$ cat config.mk
export PLATFORM = sky130hd
export DESIGN_NAME = sliding_median_with_flags_core
export DESIGN_NICKNAME = d
export VERILOG_FILES = /design/src/hdl/smf_pkg.sv /design/src/hdl/sliding_median_with_flags_core.sv
export VERILOG_INCLUDE_DIRS = /design/src /design/src/hdl
export SDC_FILE = /design/constraint.sdc
export NUM_CORES = 2
export LEC_CHECK = 0
export BUFFER_PORTS_ARGS = -buffer_cell sky130_fd_sc_hd__buf_2
export CORE_ASPECT_RATIO = 0.9
export CORE_MARGIN = 2
export CORE_UTILIZATION = 40
export DETAILED_ROUTE_END_ITERATION = 7
export HOLD_SLACK_MARGIN = 0.1
export PLACE_DENSITY_LB_ADDON = 0.25
export SETUP_SLACK_MARGIN = 0.2
export SLEW_MARGIN = 20
export SYNTH_ARGS = -nofsm -noshare
export SYNTH_HDL_FRONTEND = slang
export SYNTH_SLANG_ARGS = --single-unit
$ cat constraint.sdc
create_clock -name aclk -period 3.7 [get_ports aclk]
set_input_delay 1.11 -clock aclk [delete_from_list [all_inputs] [get_ports aclk]]
set_output_delay 1.11 -clock aclk [all_outputs]
set_load 0.02 [all_outputs]
$ cat src/hdl/sliding_median_with_flags_core_macros.svh
// Assertion macros for the sliding median core.
// Used by sliding_median_with_flags_core; clock aclk, reset aresetn.
`ifndef SLIDING_MEDIAN_WITH_FLAGS_CORE_MACROS_SVH
`define SLIDING_MEDIAN_WITH_FLAGS_CORE_MACROS_SVH

// Same-cycle implication, checked out of reset
`define SMF_ASSERT_IMPL(label, ante, cons) \
    label: assert property (@(posedge aclk) disable iff (!aresetn) (ante) |-> (cons)) \
        else $error("sliding median check failed");

// Condition that must hold on every clock out of reset
`define SMF_ASSERT_ALWAYS(label, cond) \
    label: assert property (@(posedge aclk) disable iff (!aresetn) (cond)) \
        else $error("sliding median check failed");

`endif

$ cat src/hdl/smf_pkg.sv
// Shared constants and types for the sliding median core.
// No dependencies.
package smf_pkg;

    localparam int SAMPLE_W        = 32;  // signed Q16.16 sample
    localparam int COUNT_W         = 5;   // reported valid count width
    localparam int HALF_WINDOW_DEF = 8;

    // control sequencer states
    typedef enum logic [1:0] {
        ST_IDLE,
        ST_WALK,
        ST_FINISH
    } smf_state_t;

endpackage

$ cat src/hdl/sliding_median_with_flags_core.sv
// Sliding-window median over 2*HALF_WINDOW+1 samples with per-sample invalid flags.
// Depends on smf_pkg and sliding_median_with_flags_core_macros.svh.
//
// One input beat yields one result beat: the median of the valid samples in the
// window (value at sorted position count/2, 0 when none), their count, and a
// median-valid bit. The sorted list of valid samples (value plus ring slot) lives
// in a ping-pong list memory with a registered read. Each beat walks the old
// list through the single read port, dropping the outgoing slot and merging the
// incoming sample, while writing the new list into the other bank; the median is
// captured as it is written. The walk reads one old entry per cycle, holding the
// read while a mid-list insertion of the new sample is written. The finished
// result sits in an output register, so the next beat is accepted while it
// waits. No clearing pass is needed after reset.
module sliding_median_with_flags_core #(
    parameter int HALF_WINDOW = smf_pkg::HALF_WINDOW_DEF
) (
    input  logic                                  aclk,
    input  logic                                  aresetn,
    input  logic                                  s_valid,
    output logic                                  s_ready,
    input  logic signed [smf_pkg::SAMPLE_W-1:0]   s_sample,
    input  logic                                  s_flagged,
    output logic                                  m_valid,
    input  logic                                  m_ready,
    output logic signed [smf_pkg::SAMPLE_W-1:0]   m_median,
    output logic        [smf_pkg::COUNT_W-1:0]    m_valid_count,
    output logic                                  m_median_valid
);
    import smf_pkg::*;

    localparam int WIN_LEN   = 2 * HALF_WINDOW + 1;
    localparam int IDX_W     = $clog2(WIN_LEN);
    localparam int CNT_W     = $clog2(WIN_LEN + 1);
    localparam int MEM_DEPTH = 1 << (IDX_W + 1);

    typedef struct packed {
        logic        [IDX_W-1:0]    slot;
        logic signed [SAMPLE_W-1:0] value;
    } entry_t;

    // control state
    smf_state_t                 state_reg, state_next;
    logic [IDX_W-1:0]           write_slot_reg;
    logic [WIN_LEN-1:0]         slot_valid_reg;
    logic [CNT_W-1:0]           valid_total_reg;
    logic                       bank_reg;
    logic                       ins_pend_reg;
    logic [CNT_W-1:0]           rd_idx_reg, rd_idx_next;
    logic [CNT_W-1:0]           wr_ptr_reg;
    logic                       m_valid_reg;

    // payload state
    logic [IDX_W-1:0]           cur_slot_reg;
    logic signed [SAMPLE_W-1:0] din_reg;
    logic [CNT_W-1:0]           new_total_reg;
    logic signed [SAMPLE_W-1:0] med_reg;
    logic signed [SAMPLE_W-1:0] m_median_reg;
    logic [COUNT_W-1:0]         m_valid_count_reg;
    logic                       m_median_valid_reg;

    // list memory, two banks of sorted entries
    entry_t                     list_mem [MEM_DEPTH];
    entry_t                     rd_data_reg;
    logic [IDX_W:0]             rd_addr, wr_addr;

    // datapath controls
    logic                       accept;
    logic                       exhausted;
    logic                       rd_hit;
    logic                       ins_here;
    logic                       wr_en;
    entry_t                     wr_data;
    logic                       advance;
    logic                       ins_take;
    logic                       out_load;
    logic                       vout;
    logic                       vin;

    assign s_ready        = (state_reg == ST_IDLE);
    assign accept         = s_valid && s_ready;
    assign vout           = slot_valid_reg[write_slot_reg];
    assign vin            = !s_flagged;
    assign exhausted      = (rd_idx_reg == valid_total_reg);
    assign rd_hit         = (rd_data_reg.slot == cur_slot_reg);
    assign ins_here       = ins_pend_reg && (rd_data_reg.value >= din_reg);

    assign m_valid        = m_valid_reg;
    assign m_median       = m_median_reg;
    assign m_valid_count  = m_valid_count_reg;
    assign m_median_valid = m_median_valid_reg;

    // next state
    always_comb begin
        state_next = state_reg;
        case (state_reg)
            ST_IDLE: begin
                if (accept) begin
                    state_next = ST_WALK;
                end
            end
            ST_WALK: begin
                if (exhausted) begin
                    state_next = ST_FINISH;
                end
            end
            ST_FINISH: begin
                if (!m_valid_reg || m_ready) begin
                    state_next = ST_IDLE;
                end
            end
            default: state_next = ST_IDLE;
        endcase
    end

    // merge walk: drop outgoing slot, insert new sample ahead of equal values
    always_comb begin
        wr_en    = 1'b0;
        wr_data  = '{slot: cur_slot_reg, value: din_reg};
        advance  = 1'b0;
        ins_take = 1'b0;
        out_load = 1'b0;
        case (state_reg)
            ST_IDLE: begin
            end
            ST_WALK: begin
                if (exhausted) begin
                    if (ins_pend_reg) begin
                        wr_en    = 1'b1;
                        ins_take = 1'b1;
                    end
                end else if (rd_hit) begin
                    advance = 1'b1;
                end else if (ins_here) begin
                    wr_en    = 1'b1;
                    ins_take = 1'b1;
                end else begin
                    wr_en   = 1'b1;
                    wr_data = rd_data_reg;
                    advance = 1'b1;
                end
            end
            ST_FINISH: begin
                out_load = !m_valid_reg || m_ready;
            end
            default: begin
            end
        endcase
    end

    // read pointer: held at list head outside the walk
    always_comb begin
        if (state_reg == ST_WALK) begin
            rd_idx_next = rd_idx_reg + CNT_W'(advance);
        end else begin
            rd_idx_next = '0;
        end
    end

    assign rd_addr = {bank_reg, rd_idx_next[IDX_W-1:0]};
    assign wr_addr = {~bank_reg, wr_ptr_reg[IDX_W-1:0]};

    // list memory: one write, one registered read per cycle
    always_ff @(posedge aclk) begin
        if (wr_en) begin
            list_mem[wr_addr] <= wr_data;
        end
        rd_data_reg <= list_mem[rd_addr];
    end

    // control registers
    always_ff @(posedge aclk) begin
        if (!aresetn) begin
            state_reg       <= ST_IDLE;
            write_slot_reg  <= '0;
            slot_valid_reg  <= '0;
            valid_total_reg <= '0;
            bank_reg        <= 1'b0;
            ins_pend_reg    <= 1'b0;
            rd_idx_reg      <= '0;
            wr_ptr_reg      <= '0;
            m_valid_reg     <= 1'b0;
        end else begin
            state_reg  <= state_next;
            rd_idx_reg <= rd_idx_next;
            if (accept) begin
                slot_valid_reg[write_slot_reg] <= vin;
                ins_pend_reg                   <= vin;
                wr_ptr_reg                     <= '0;
                if (write_slot_reg == IDX_W'(WIN_LEN - 1)) begin
                    write_slot_reg <= '0;
                end else begin
                    write_slot_reg <= write_slot_reg + 1'b1;
                end
            end else begin
                if (ins_take) begin
                    ins_pend_reg <= 1'b0;
                end
                if (wr_en) begin
                    wr_ptr_reg <= wr_ptr_reg + 1'b1;
                end
            end
            if (out_load) begin
                bank_reg        <= ~bank_reg;
                valid_total_reg <= new_total_reg;
                m_valid_reg     <= 1'b1;
            end else if (m_ready) begin
                m_valid_reg <= 1'b0;
            end
        end
    end

    // payload registers
    always_ff @(posedge aclk) begin
        if (accept) begin
            cur_slot_reg  <= write_slot_reg;
            din_reg       <= s_sample;
            new_total_reg <= valid_total_reg - CNT_W'(vout) + CNT_W'(vin);
            med_reg       <= '0;
        end else if (wr_en && (wr_ptr_reg == (new_total_reg >> 1))) begin
            med_reg <= wr_data.value;
        end
        if (out_load) begin
            m_median_reg       <= med_reg;
            m_valid_count_reg  <= COUNT_W'(new_total_reg);
            m_median_valid_reg <= (new_total_reg != '0);
        end
    end

`include "sliding_median_with_flags_core_macros.svh"

    `SMF_ASSERT_ALWAYS(a_total_bound, valid_total_reg <= CNT_W'(WIN_LEN))
    `SMF_ASSERT_IMPL(a_wr_in_range, wr_en, wr_ptr_reg < new_total_reg)
    `SMF_ASSERT_IMPL(a_count_matches, state_reg == ST_IDLE,
                     $countones(slot_valid_reg) == int'(valid_total_reg))
    `SMF_ASSERT_IMPL(a_insert_done, state_reg == ST_FINISH, !ins_pend_reg)

endmodule

==> flow_summary.json <==
{
  "synth_ff_type": "edfxtp_1",
  "ys_seq_area_frac": 0.755,
  "floorplan.rows": 174,
  "cts_sinks": 2559,
  "antenna_found_initial": 18,
  "die-area_mm2": 0.255,
  "start_util": 0.402,
  "htreeDepth": 5,
  "fin_crit_sh": 1.35,
  "tns_ns": -41.23,
  "final.min_clock_period_ns": 4.98,
  "endpoint_kind": "flop",
  "relSlewSlack": 0.332,
  "ys_warn_count": 0,
  "design_area_mm2": 0.125,
  "cts_root_buf": "clkbuf_16",
  "p_total_mw": 63.8,
  "clock_path_buffers": 4,
  "powerDensity_mw_per_mm2": 508,
  "highest-signal-layer": "met5",
  "yosysTopAreaCell": "edfxtp_1",
  "hold_class": "input pin to flop",
  "failed_checks": "setup timing",
  "outcome": "complete, but fails checks",
  "rr_endpoint": "rd_data_reg[9]$_DFF_P_",
  "cts_buffers": 286,
  "met3_length_mm": 35.4,
  "viasPerCell": 5.98,
  "worst_hold_slack_ns": 0.353,
  "final_max_slew_viol_count": 0,
  "track_usage": 0.247,
  "cp_max_fo": 5,
  "grt_pass1_vias": 61100,
  "synth_seq_cells": 2559,
  "worstHoldPathCells": 1,
  "hpwl_mm": 183,
  "cts_tree": "yes",
  "gp_congestion": 0.853,
  "skew_ns": 0.0625,
  "syn2layout_area_growth_pct": 25.0,
  "largest_reg_flops": 2368,
  "placed_cell_area_mm2": 0.112,
  "drive_gt1_frac": 0.262,
  "finalNonFillerCells": 10800,
  "synthArstFlopShare": 0,
  "first_iter_violations": 8625,
  "rsz0062_at_grt": "true",
  "max-cap-violations": 0,
  "final.setup.worst_slack_ns": -1.28,
  "yosysTopAreaCellShare": 0.733,
  "wl_mm": 324,
  "synth_most_common_cell": "edfxtp_1",
  "grt.overflow.total": 0,
  "synthTopCellsByArea": "edfxtp_1 73%, mux4_2 3.2%, nand2_1 2.3%",
  "syn_nets": 6514,
  "io_pins": 77,
  "synth.distinct_cells": 59,
  "nNetsFinal": 7300,
  "clk_transition_reported_paths_ns": 0.06,
  "worst_slew_pin_slew_ns": 0.999,
  "wl_met1_mm": 135,
  "avgSynthCellArea_um2": 15.6,
  "synth_area_mm2": 0.100,
  "finalSetupViolCount": 37,
  "crit_type": "flop to flop",
  "firstDrtPassIters": 6,
  "r2r_start": "rd_data_reg[26]$_DFF_P_",
  "leakagePower_nw": 41.6,
  "fmax_mhz": 201,
  "wire_per_inst_um": 30.1,
  "io_buffers": 76,
  "drc_errors": 0,
  "min_to": "din_reg[13]$_DFFE_PP_",
  "r2r_setup_slack_ns": -1.28,
  "cp.arrival_ns": 5.74,
  "antenna_left": 0,
  "vdd.ir_drop.worst_mv": 0.493,
  "hp-start": "s_sample[13]",
  "insertion_delay_ns": 0.95,
  "start_kind": "flop",
  "grt_max_degree": 106,
  "dr_total_vias": 64400,
  "required_ns": 4.46,
  "grt_pass1_wl_mm": 456,
  "synth_commonest_cells": "2448 x edfxtp_1, 619 x nand2_1, 437 x nor2_1, 317 x o22ai_1, 295 x nand3_1",
  "worst-r2r-cell-count": 24,
  "place_inst": 10100,
  "die_h_um": 479,
  "wl_met2_mm": 144,
  "hold_viol_final": 0,
  "die_x_um": 532,
  "core_mm2": 0.250,
  "synth_edf_count": 2448,
  "ctsHoldBuffers": 0,
  "netlist_instances": 6432
}
critical path, cell delays in order (launching register included):
cell	delay, ns
dfxtp_1	0.32
buf_12	0.15
ha_1	0.30
nand4_1	0.18
buf_4	0.20
nor4_2	0.29
buf_4	0.18
nand2b_4	0.06
a21oi_4	0.14
nor3_2	0.07
buf_4	0.17
ha_4	0.17
ha_4	0.17
xor2_2	0.16
buf_4	0.16
and2_4	0.23
buf_12	0.13
buf_16	0.11
buf_12	0.12
and3_4	0.17
a311oi_1	0.05
a311oi_1	0.29
nor3_2	0.14
buf_4	0.18
or4_4	0.64
stage by stage:
| step | setup slack (ns) | util |
|---|---|---|
| finish | -1.28 | 0.502 |
| global route | -1.33 | 0.502 |
| CTS | -1.09 | 0.497 |
| detailed placement | -1.66 | 0.447 |
| global placement | -1.83 | 0.447 |
| floorplan | -0.234 | - |
kinds of logic after synthesis:
| kind of cell | count (synthesis) | share of synthesized area |
|---|---|---|
| flops | 2559 | 0.755 |
| simple gates | 1691 | 0.0761 |
| compound gates | 1234 | 0.0850 |
| buf+inv | 530 | 0.0236 |
| mux | 342 | 0.0522 |
| fa+ha+maj | 45 | 0.00569 |
| xor+xnor | 31 | 0.00278 |
power breakdown:
part	leakage (nW)	total (mW)	internal (mW)	switching (mW)
Sequential	23.0	32.6	32.4	0.162
Combinational	14.3	3.70	1.17	2.53
Clock	4.33	27.5	16.3	11.2
layout make-up:
type | instances | area, um^2
repair buffers | 980 | 11400
clock inverters | 119 | 1200
well taps | 3344 | 4180
diodes | 7 | 17.5
multi-input cells | 3344 | 25100
flip-flops and latches | 2559 | 75800
clock buffers | 367 | 7670
fillers | 20500 | 124000
inverters | 47 | 176
how the worst max path moves through the flow:
stage                                     end                      start  slack (ns)  cells past startpoint
floorplan           list_mem[27][0]$_DFFE_PP_  state_reg[0]$_SDFFE_PN0P_       -0.23                      9
global placement      rd_data_reg[16]$_DFF_P_     rd_data_reg[7]$_DFF_P_       -1.83                     21
detailed placement    rd_data_reg[32]$_DFF_P_     rd_data_reg[0]$_DFF_P_       -1.66                     22
CTS                   rd_data_reg[24]$_DFF_P_      din_reg[13]$_DFFE_PP_       -1.09                     21
global route           rd_data_reg[9]$_DFF_P_    rd_data_reg[21]$_DFF_P_       -1.33                     25
finish                 rd_data_reg[9]$_DFF_P_    rd_data_reg[26]$_DFF_P_       -1.28                     24
what timing repair did:
| item | in CTS | in global routing |
|---|---|---|
| pin swaps | 116 | 73 |
| gates resized for setup | 402 | 175 |
| setup endpoints to repair | 40 | 435 |
| gates cloned | 26 | 9 |
| setup buffers | 100 | 33 |
| endpoints found under the hold margin | 0 | 0 |
metal layers:
metal | vias up | track usage
met5 | - | 0
met1 | 33300 | 0.364
met2 | 3582 | 0.370
met4 | 2 | 0.0753
li1 | 27000 | -
met3 | 490 | 0.0495
cells in the final DEF, fill, tap and decap left out, types with 20 or more instances in the layout:
cell type / instances
buf_4: 549
dfxtp_1: 100
inv_1: 41
a211o_1: 20
a211oi_2: 21
ha_1: 32
nand3_1: 280
clkbuf_16: 302
and3_1: 38
o22ai_2: 20
nor3_1: 65
buf_12: 227
buf_16: 36
nor2_1: 354
o22ai_1: 295
nand2_1: 599
buf_2: 76
buf_6: 58
clkinv_2: 36
nor2_4: 70
clkbuf_1: 69
nand3b_1: 98
o221ai_1: 146
clkinv_1: 43
edfxtp_1: 2448
o2111ai_1: 32
mux2i_1: 149
o211ai_1: 59
a311oi_1: 61
mux4_2: 142
mux2_2: 31
buf_8: 22
a211oi_1: 121
o21ai_0: 149
a21oi_1: 126
nand2b_1: 36
bufinv_16: 24
(Power assumes the default switching activity.)
